### src/sv/raptor_triple_index_generator_top_defines.svh
// assertion macros for the raptor triple index generator
`ifndef RAPTOR_TRIPLE_INDEX_GENERATOR_TOP_DEFINES_SVH
`define RAPTOR_TRIPLE_INDEX_GENERATOR_TOP_DEFINES_SVH

`ifndef SYNTHESIS
// antecedent implies consequent in the same cycle
`define RTIG_ASSERT_SAME(label, ante, cons) \
  label: assert property (@(posedge clk) disable iff (!rst_n) (ante) |-> (cons)) \
    else $error("rtig: same-cycle check failed");
// antecedent implies consequent in the next cycle
`define RTIG_ASSERT_NEXT(label, ante, cons) \
  label: assert property (@(posedge clk) disable iff (!rst_n) (ante) |=> (cons)) \
    else $error("rtig: next-cycle check failed");
`else
`define RTIG_ASSERT_SAME(label, ante, cons)
`define RTIG_ASSERT_NEXT(label, ante, cons)
`endif

`endif

### src/sv/rtig_pkg.sv
// shared constants, types and the degree lookup of the triple generator
package rtig_pkg;

  // table geometry
  localparam int TABLE_DEPTH = 256;
  localparam int TBL_AW      = $clog2(TABLE_DEPTH);
  localparam int WORD_W      = 32;

  // field widths
  localparam int SYM_W = 16;
  localparam int IDX_W = 14;
  localparam int DEG_W = 6;
  localparam int SEL_W = 2;

  // arithmetic constants
  localparam logic [16:0] PRIME_Q  = 17'd65521;
  localparam logic [26:0] CA_BASE  = 27'd53591;
  localparam logic [26:0] CA_MULT  = 27'd997;
  localparam logic [30:0] CB_MULT  = 31'd10267;

  // serial modulo unit widths
  localparam int MOD_DVD_W = 33;
  localparam int MOD_M_W   = 17;

  // opcodes
  localparam logic [1:0] OP_GEN         = 2'd0;
  localparam logic [1:0] OP_LOAD_FIRST  = 2'd1;
  localparam logic [1:0] OP_LOAD_SECOND = 2'd2;

  // configuration register indexes
  localparam logic [1:0] CFG_SYSTEMATIC = 2'd0;
  localparam logic [1:0] CFG_INTER_CNT  = 2'd1;
  localparam logic [1:0] CFG_PRIME_CNT  = 2'd2;

  // table read selectors
  localparam logic [SEL_W-1:0] SEL_DEGREE = 2'd0;
  localparam logic [SEL_W-1:0] SEL_STEP   = 2'd1;

  // request to the modulo unit
  typedef struct packed {
    logic                 start;
    logic [MOD_DVD_W-1:0] dividend;
    logic [MOD_M_W-1:0]   modulus;
  } mod_req_t;

  // answer of the modulo unit
  typedef struct packed {
    logic               done;
    logic [MOD_M_W-1:0] remainder;
  } mod_rsp_t;

  // degree from a 20-bit random value
  function automatic logic [DEG_W-1:0] degree_of(input logic [19:0] v);
    logic [DEG_W-1:0] d;
    if (v < 20'd10241)        d = 6'd1;
    else if (v < 20'd491582)  d = 6'd2;
    else if (v < 20'd712794)  d = 6'd3;
    else if (v < 20'd831695)  d = 6'd4;
    else if (v < 20'd948446)  d = 6'd10;
    else if (v < 20'd1032189) d = 6'd11;
    else                      d = 6'd40;
    return d;
  endfunction

endpackage

### src/sv/rtig_serial_mod.sv
// bit-serial restoring modulo unit, one dividend bit per cycle
module rtig_serial_mod
  import rtig_pkg::*;
(
  input  logic     clk,
  input  logic     rst_n,
  input  mod_req_t req,
  output mod_rsp_t rsp
);

  localparam int CNT_W = $clog2(MOD_DVD_W + 1);

  logic [MOD_DVD_W-1:0] dvd_r;
  logic [MOD_M_W-1:0]   mod_r;
  logic [MOD_M_W-1:0]   rem_r, rem_nxt;
  logic [CNT_W-1:0]     cnt_r;
  logic                 busy_r;
  logic                 done_r;
  logic [MOD_M_W:0]     trial;
  logic                 ge;

  // shift in the next dividend bit and conditionally subtract
  always_comb begin
    trial   = {rem_r, dvd_r[MOD_DVD_W-1]};
    ge      = trial >= {1'b0, mod_r};
    rem_nxt = ge ? MOD_M_W'(trial - {1'b0, mod_r}) : trial[MOD_M_W-1:0];
  end

  // control
  always_ff @(posedge clk) begin
    if (!rst_n) begin
      busy_r <= 1'b0;
      done_r <= 1'b0;
      cnt_r  <= '0;
    end else if (req.start) begin
      busy_r <= 1'b1;
      done_r <= 1'b0;
      cnt_r  <= CNT_W'(MOD_DVD_W);
    end else if (busy_r) begin
      cnt_r <= cnt_r - 1'b1;
      if (cnt_r == CNT_W'(1)) begin
        busy_r <= 1'b0;
        done_r <= 1'b1;
      end
    end else begin
      done_r <= 1'b0;
    end
  end

  // datapath
  always_ff @(posedge clk) begin
    if (req.start) begin
      dvd_r <= req.dividend;
      mod_r <= req.modulus;
      rem_r <= '0;
    end else if (busy_r) begin
      dvd_r <= {dvd_r[MOD_DVD_W-2:0], 1'b0};
      rem_r <= rem_nxt;
    end
  end

  // a zero modulus reduces to zero
  assign rsp.done      = done_r;
  assign rsp.remainder = (mod_r == '0) ? '0 : rem_r;

endmodule

### config.mk
export PLATFORM = sky130hd
export DESIGN_NAME = rtig_serial_mod
export DESIGN_NICKNAME = d
export VERILOG_FILES = /design/src/sv/raptor_triple_index_generator_top_defines.svh /design/src/sv/rtig_pkg.sv /design/src/sv/rtig_serial_mod.sv
export SDC_FILE = /design/constraint.sdc
export NUM_CORES = 1
export LEC_CHECK = 0
export ABC_AREA = 1
export ABC_CLOCK_PERIOD_IN_PS = 3530
export BUFFER_PORTS_ARGS = -buffer_cell sky130_fd_sc_hd__buf_2
export CAP_MARGIN = 30
export CELL_PAD_IN_SITES_DETAIL_PLACEMENT = 1
export CELL_PAD_IN_SITES_GLOBAL_PLACEMENT = 2
export CORE_MARGIN = 2
export CORE_UTILIZATION = 33
export CTS_CLUSTER_SIZE = 8
export DETAILED_ROUTE_END_ITERATION = 6
export PLACE_DENSITY = 0.9
export SETUP_SLACK_MARGIN = 0.5
export SYNTH_ARGS = -nofsm -noshare
export SYNTH_HDL_FRONTEND = slang
export SYNTH_SLANG_ARGS = --single-unit
### constraint.sdc
create_clock -name clk -period 3.53 [get_ports clk]
set_clock_uncertainty 0.1 [all_clocks]
set_input_delay 0.706 -clock clk [delete_from_list [all_inputs] [get_ports clk]]
set_output_delay 0.706 -clock clk [all_outputs]
set_load 0.005 [all_outputs]
==> impl_metrics.toml, run 1 <==
[logic_synthesis]
synth.top_cell.area_share_pct = 33.44
ys.flop_type = "edfxtp_1"
async_reset_ff_share_pct = 0
synthCells = 591
yosysUniqueCellTypes = 37
synth-edff-count = 50
ys_warn_count = 0
synth.largest_area_cell = "edfxtp_1"
syn_area_sq_um = 4491
synth-seq-cells = 75
synthTopCellsByArea = "edfxtp_1 33%, nand2_1 19%, dfxtp_1 11%"
postSynthAreaPerCell_sq_um = 7.598
yosysSeqAreaShare_pct = 44.58
mappedNetlistNets = 664

[timing]
final-setup-viol-count = 0
finalHoldViolCount = 0
slew_violations = 0
max-slew-margin-rel_pct = 36.85
period_share_pct = 81.88
whs_ps = 383.8
setup_tns_ps = 0
post-route-min-period_ps = 2891
fmax_mhz = 346.0
worst_pin_slew_ps = 941.4
rsz0062_at_grt = "no"

[clock_tree]
cts_setup_buffers = 0
cts-resized-gates = 0
clk_pin_slew_worst_paths_ps = 60
htree_levels = 3
holdBufCountCts = 0
clock_sink_count = 75
cts_buffers = 9
root_buffer = "clkbuf_16"
clockBufferDepth = 2
insertion_delay_ps = 340
cts_tree = "done"

[critical_path]
r2r_setup_slack_ps = 1110
cpMaxStageDelayCell = "nor4_1"
worstSetupPathType = "flip-flop to output pin"
start_kind = "flip-flop"
crit_family = "simple AND/OR/NAND/NOR gates"
crit_arrival_ps = 2080
crit_chain = "nor4_1 > nand3_1 > nor4_4 > buf_4 > nor2_1 > buf_2"
path_buf_inv = 2
crit_required_ps = 2720
endpoint_kind = "output pin"
critPathMaxFanout = 16
cpPeakStageDelay_ps = 450

[placement]
place.gp.congestion = 0.8480
portBuffers = 70
hpwl_um = 9412

[die]
core_area_sq_um = 13240
die_width_um = 120.7
initial_utilization_pct = 33.91
io_pins = 71
die_y_um = 120.7
placementRows = 42
dieArea_sq_um = 14560

[global_routing]
grt_max_degree = 54
grt.met3_usage_pct = 5.425
first_global_vias = 4184
met2_usage_pct = 30.97
met1_usage_pct = 21.42
track_usage_pct = 18.08
antenna_found_initial = 0
grt_pass1_wl_um = 20400
busiest_layer = "met2"
overflow = 0

[final_layout]
fin_nets = 735
drive_above_1_share_pct = 18.44
area_delta_synth_final_pct = 18.11
antennaDiodeCount = 0

[route]
wl_per_cell_um = 14.63
wl_um = 12340
drc = 0
ant_nets = 0
vias = 3927
drt_iter0_drc = 156
first_pass_iters = 4
drt-vias-per-instance = 4.658

[power_and_ir_drop]
p_per_area_nw_per_um2 = 419.6
ir_drop_uv = 283.6
p_leak_uw = 0.002759

[run_status]
outcome = "completed"

[flow_run]
drv_cap = 0

[hold_path]
hp-class = "flip-flop to flip-flop"
cell type report:
| class | count | area [sq um] |
|---|---|---|
| Tap cell | 176 | 220.2 |
| Timing Repair Buffer | 75 | 387.9 |
| Inverter | 97 | 364.1 |
| Clock inverter | 6 | 65.06 |
| Fill cell | 1700 | 7939 |
| Multi-Input combinational cell | 404 | 2036 |
| Clock buffer | 10 | 229.0 |
| Sequential cell | 75 | 2002 |
worst paths after layout:
check	startpoint	end	cells past startpoint
worst max register to register	busy_r	dvd_r[13]	3
worst min register to register	rem_r[13]	rem_r[13]	2
worst max-delay path	mod_r[9]	rsp[4]	6
worst min-delay path	rem_r[13]	rem_r[13]	2
cells in the mapped netlist (all sizes together) (2+ instances only):
cell and number:
o21ai 14, nor4 3, xor2 3, nand4 4, edfxtp 50, buf 7, a21oi 10, nor3 7
or2 2, xnor2 5, ha 19, nand3 55, clkbuf 8, nor2 44, dfxtp 25, nand2 232
inv 96
routing by layer:
layer	part of all wire [%]	wire, um
met4	1.6	197
met3	5.0	616
met1	45	5501
met5	0	0
met2	49	6021
registers in the layout, indices dropped and copies added, names as in the netlist:
name and count:
busy_r 1, cnt_r 6, done_r 1, dvd_r 33, mod_r 17, rem_r 17
cells in the final DEF (no fill, tap or decap), types with 3 or more instances in the layout:
cell type,n
edfxtp_1,50
nand3_2,14
nand2_2,8
dfxtp_1,25
nor2_1,41
a21oi_1,10
nand4_1,4
buf_4,5
xor2_1,3
nand3_1,41
buf_2,70
nor3_1,6
o21ai_0,12
inv_1,93
clkbuf_16,9
xnor2_1,5
inv_2,3
ha_1,19
nand2_1,222
per-stage QoR:
stage	area, sq um	setup WS [ps]	cells	utilization (%)	total power [uW]
2_1_floorplan	4491	1241	591	-	1220
4_1_cts	5304	571.8	843	40.05	2253
6_report	5304	639.5	843	40.05	2225
3_3_place_gp	5010	666.9	827	37.83	1308
5_1_grt	5304	512.0	843	40.05	2322
3_5_place_dp	5010	555.9	827	37.83	1320
where the power goes:
| group | total [uW] | leakage (uW) | internal [uW] | switching, uW |
|---|---|---|---|---|
| sequential | 1050 | 0.000707 | 1010 | 31.1 |
| clock | 927 | 0.000143 | 549 | 378 |
| combinational | 253 | 0.00191 | 89.7 | 164 |
| total | 2230 | 0.00276 | 1650 | 573 |
tightest hold or removal path, stage by stage (launching register included):
cell and delay (ps):
dfxtp_1 320, nand2_1 70, nand2_1 50
cell families (layout without fill, tap and decap cells):
group,Yosys count,in the layout,share of synthesized area (%)
simple gates,350,350,35.05
compound gates,26,26,2.982
xor+xnor,8,8,1.560
fa+ha+maj,20,20,5.740
flops,75,75,44.58
buf+inv,112,188,10.09
(Power assumes the default switching activity.)
==> run 2: changes to the inputs <==
- ABC_AREA: 1 -> 0
- ABC_CLOCK_PERIOD_IN_PS: 3530 -> 2700
- PLACE_DENSITY: 0.9 -> 0.83
- clock period: 3.53 -> 2.7 ns (I/O delays scaled with it)
==> run 2 against run 1 <==
  * Die area shrank 6.2%
  * Design area grew 5.1%
  * Synthesized cell count fell by 34%
  * Synthesized area decreased by 6.4%
  * Routed wire length fell by 7.1%
==> impl_metrics.toml, run 2 <==
[run_status]
outcome = "completed"

[die]
dieArea_sq_um = 13650
core_area_sq_um = 12520
placementRows = 41
die_y_um = 116.8
die_width_um = 116.8
io_pins = 71
initial_utilization_pct = 33.57

[logic_synthesis]
synthTopCellsByArea = "edfxtp_1 36%, dfxtp_1 12%, mux2_2 8.6%"
synth.top_cell.area_share_pct = 35.74
synth.largest_area_cell = "edfxtp_1"
postSynthAreaPerCell_sq_um = 10.72
mappedNetlistNets = 465
yosysUniqueCellTypes = 53
async_reset_ff_share_pct = 0
synthCells = 392
syn_area_sq_um = 4202
ys_warn_count = 0
ys.flop_type = "edfxtp_1"
yosysSeqAreaShare_pct = 47.65
synth_most_common_cell = "edfxtp_1"
synth-edff-count = 50
synthTopCellsByCount = "50 x edfxtp_1, 32 x mux2_2, 29 x nor2_1, 27 x nand2_1, 25 x dfxtp_1"
synth-seq-cells = 75

[clock_tree]
clk_pin_slew_worst_paths_ps = 60
htree_levels = 3
insertion_delay_ps = 340
root_buffer = "clkbuf_16"
holdBufCountCts = 0
clock_sink_count = 75
clockBufferDepth = 2
cts_buffers = 9
cts_tree = "done"

[critical_path]
crit_arrival_ps = 2050
path_buf_inv = 3
crit_chain = "nor4_4 > nand4_1 > nor4_4 > buf_6 > buf_8 > nor2b_1 > buf_2"
crit_required_ps = 2060
endpoint_kind = "output pin"
crit_family = "simple AND/OR/NAND/NOR gates"
crit_top_cell = "nor4_4"
critPathMaxFanout = 5
cpPeakStageDelay_ps = 440
rr_worst_depth = 11
r2r_start = "dvd_r[32]"
cpMaxStageDelayCell = "edfxtp_1"
start_kind = "flip-flop"
worstSetupPathType = "flip-flop to output pin"
r2r_setup_slack_ps = 40
r2r_end = "rem_r[8]"

[hold_path]
holdPathStages = 1
hold_path_end = "mod_r[10]"
min-delay-start = "req[10]"
hp-class = "input pin to flip-flop"

[final_layout]
fin_nets = 569
largest_reg_flops = 33
layout_common_cells = "69 x buf_2, 50 x edfxtp_1, 33 x buf_4"
reg_top3 = "dvd_r (33), mod_r (17), rem_r (17)"
drive_above_1_share_pct = 40.52
area_delta_synth_final_pct = 32.70
largest-register = "dvd_r"
layout_commonest_cell = "buf_2"
antennaDiodeCount = 0
final_cells = 673
fin_area_sq_um = 5575

[timing]
slew_violations = 0
worst_pin_slew_ps = 626.8
period_share_pct = 99.65
setup_tns_ps = 0
timing.final.ws_setup_ps = 9.434
final-setup-viol-count = 0
fmax_mhz = 371.7
rsz0062_at_grt = "yes"
max-slew-margin-rel_pct = 58.21
post-route-min-period_ps = 2691
finalHoldViolCount = 0

[placement]
place.gp.congestion = 0.8254
portBuffers = 70
postPlaceCellArea_sq_um = 4883
pre_cts_slack_ps = -54.94
place_inst = 641
hpwl_um = 8282

[route]
drt_iter0_drc = 131
ant_nets = 0
first_pass_iters = 4
wl_per_cell_um = 17.02
wl_um = 11460
vias = 3362
drt-vias-per-instance = 4.996
drc = 0

[global_routing]
antenna_found_initial = 0
track_usage_pct = 17.69
overflow = 0
grt_pass1_wl_um = 18270
first_global_vias = 3479
grt_max_degree = 53

[power_and_ir_drop]
p_leak_uw = 0.002270
p_per_area_nw_per_um2 = 629.2
ir_drop_uv = 373.8

[flow_run]
drv_cap = 0
[run 2: changes by cell type after synthesis, sizes merged, moves of 15 or more]
cell | previous run | this run
mux2 | 0 | 33
nand2 | 232 | 27
nor2 | 44 | 29
nor2b | 0 | 19
nand3 | 55 | 13
inv | 96 | 23
[run 2: worst max path at each step]
stage,from,to,slack [ps],depth (start not counted)
finish,mod_r[6],rsp[15],9,7
global route,mod_r[6],rsp[15],-120,7
CTS,mod_r[11],rsp[2],-70,7
detailed placement,dvd_r[32],rem_r[13],-50,10
global placement,dvd_r[32],rem_r[16],60,10
floorplan,dvd_r[32],rem_r[0],130,10
[run 2: metrics by stage]
stage	utilization (%)	power [uW]	hold slack, ps
6_report	44.54	3508	273.5
4_1_cts	43.61	3500	262.6
5_1_grt	44.54	3662	267.1
3_3_place_gp	39.01	2052	380.2
3_5_place_dp	39.01	2076	396.3
2_1_floorplan	-	1847	368.5
[run 2: metal layers]
layer	vias to the layer above	track usage (%)	part of all wire (%)
li1	1651	-	-
met1	1626	23.02	46
met2	74	29.02	47
met3	11	4.222	5.0
met4	0	6.039	1.4
met5	-	0	0
[run 2: cell families (layout without fill, tap and decap cells)]
kind of cell    after synthesis  after routing  synth area share [%]
compound gates               76             76                 13.19
xor+xnor                     16             16                 3.335
fa+ha+maj                    20             20                 6.135
buf+inv                      44            153                 4.526
flops                        75             75                 47.65
mux                          40             40                 10.60
simple gates                121            121                 14.56
[run 2: power breakdown]
group	internal (uW)	switching, uW	total [uW]	leakage, uW
clock network	826	525	1350	0.000159
logic	356	397	753	0.00141
registers	1340	62.0	1400	0.000704
[run 2: final cells by class]
type                       count  area (sq um)
timing repair buffer         113         724.4
inverter                      24         90.09
clock inverter                 7         105.1
fill                        1409          6942
tap                          172         215.2
multi-input combinational    273          2213
clock buffer                   9         225.2
sequential                    75          2002
[run 2: repair_timing]
action / 4_1_cts / 5_1_grt
setup buffers: 10 / 4
endpoints found under the setup margin: 34 / 34
gates resized for setup: 43 / 21
gates cloned: 2 / 0
pin swaps: 14 / 13
==> run 3: changes to the inputs <==
- ABC_AREA: 0 -> 1
- PLACE_DENSITY: 0.83 -> 0.9
==> run 3 against run 2 <==
  * First-iteration DRC count increased by 11%
  * Largest cell class unchanged
  * Die area rose by 6.6%
  * Design area increased by 7.7%
  * Register-to-register slack better by 370 ps
  * Cell count grew 29%
==> impl_metrics.toml, run 3 (synthesized netlist as in run 1, its figures left out) <==
[run_status]
outcome = "completed"

[route]
wl_um = 13690
first_pass_iters = 4
drc = 0
drt-vias-per-instance = 4.742
vias = 4111
drt_iter0_drc = 145
wl_per_cell_um = 15.79
ant_nets = 0

[final_layout]
layout_commonest_cell = "nand2_1"
fin_nets = 759
layout_common_cells = "208 x nand2_1, 87 x inv_1, 70 x buf_2"
fin_area_sq_um = 6002
largest-register = "dvd_r"
antennaDiodeCount = 0
largest_reg_flops = 33
reg_top3 = "dvd_r (33), mod_r (17), rem_r (17)"
drive_above_1_share_pct = 29.81
area_delta_synth_final_pct = 33.66

[power_and_ir_drop]
p_leak_uw = 0.002977
ir_drop_uv = 362.6
p_per_area_nw_per_um2 = 504.8

[die]
io_pins = 71
dieArea_sq_um = 14560
core_area_sq_um = 13240
placementRows = 42
die_y_um = 120.7
initial_utilization_pct = 33.91
die_width_um = 120.7

[critical_path]
setup.worst_path.start = "mod_r[0]"
path_buf_inv = 2
r2r_setup_slack_ps = 410
cpPeakStageDelay_ps = 430
endpoint_kind = "output pin"
start_kind = "flip-flop"
r2r_start = "mod_r[4]"
crit_top_cell = "nor4_4"
worstSetupPathType = "flip-flop to output pin"
crit_arrival_ps = 1960
critPathMaxFanout = 16
crit_family = "simple AND/OR/NAND/NOR gates"
crit_chain = "nor4_4 > nand3_2 > nor4_4 > buf_6 > nor2_1 > buf_2"
crit_required_ps = 2060
cpMaxStageDelayCell = "edfxtp_1"

[timing]
rsz0062_at_grt = "yes"
timing.final.ws_setup_ps = 97.85
slew_violations = 0
final-setup-viol-count = 0
worst_pin_slew_ps = 556.5
post-route-min-period_ps = 2602
period_share_pct = 96.38
setup_tns_ps = 0
max-slew-margin-rel_pct = 62.90
finalHoldViolCount = 0
fmax_mhz = 384.3

[placement]
pre_cts_slack_ps = 186.8
hpwl_um = 9658
portBuffers = 70
postPlaceCellArea_sq_um = 5045
place.gp.congestion = 0.8086

[clock_tree]
insertion_delay_ps = 350
htree_levels = 3
clockBufferDepth = 2
cts_tree = "done"
root_buffer = "clkbuf_16"
clk_pin_slew_worst_paths_ps = 60
clock_sink_count = 75
cts_buffers = 9
holdBufCountCts = 0

[hold_path]
min-delay-start = "req[0]"
hp-class = "input pin to flip-flop"

[global_routing]
first_global_vias = 4231
antenna_found_initial = 0
grt_pass1_wl_um = 20600
overflow = 0
track_usage_pct = 18.29
grt_max_degree = 53

[flow_run]
drv_cap = 0
run 3: cell types whose count changed in the layout (fill, tap and decap cells not counted), moves of 8 or more:
cell,before,now
nand2_1,27,208
inv_1,21,87
ha_1,16,5
ha_4,2,11
nor2_1,27,35
nand3_2,1,20
nand2_2,0,16
mux2_2,32,0
buf_4,33,17
a21oi_1,16,8
nor2b_1,13,0
nand3_1,11,29
xnor2_1,13,5
run 3: worst paths after layout:
check                            endpoint  cells after the start
worst max register to register  rem_r[14]                     15
worst min register to register  rem_r[15]                      2
worst max-delay path              rsp[15]                      6
worst min-delay path             mod_r[0]                      1
run 3: per-stage QoR:
stage / instances / total power (uW) / util [%] / hold WS, ps
after floorplan: 591 / 1595 / - / 348.2
after global placement: 830 / 1713 / 38.10 / 362.6
after detailed placement: 830 / 1729 / 38.10 / 370.0
after CTS: 856 / 2995 / 41.76 / 258.9
after global routing: 867 / 3157 / 45.32 / 259.0
final: 867 / 3030 / 45.32 / 269.7
run 3: cell type report:
type / instances / area, sq um
Fill cell: 1618 / 7241
Clock inverter: 5 / 61.31
Multi-Input combinational cell: 405 / 2446
Tap cell: 176 / 220.2
Timing Repair Buffer: 98 / 663.1
Inverter: 97 / 366.6
Clock buffer: 11 / 242.7
Sequential cell: 75 / 2002
run 3: what timing repair did:
| action | CTS | global route |
|---|---|---|
| gates cloned | 1 | 1 |
| endpoints found under the setup margin | 33 | 67 |
| pin swaps | 3 | 14 |
| resized for setup | 10 | 84 |
| setup buffers | 9 | 10 |
run 3: per-layer routing:
layer	track usage, %	vias up	wire (um)
met2	31.21	80	6731
met4	7.340	0	440
li1	-	2045	-
met5	0	-	0
met1	22.20	1962	5965
met3	4.292	24	554
run 3: power breakdown:
| part | switching (uW) | internal [uW] | total, uW |
|---|---|---|---|
| Combinational | 257 | 156 | 414 |
| Sequential | 41.5 | 1330 | 1370 |
| Clock | 503 | 747 | 1250 |
| Total | 802 | 2230 | 3030 |
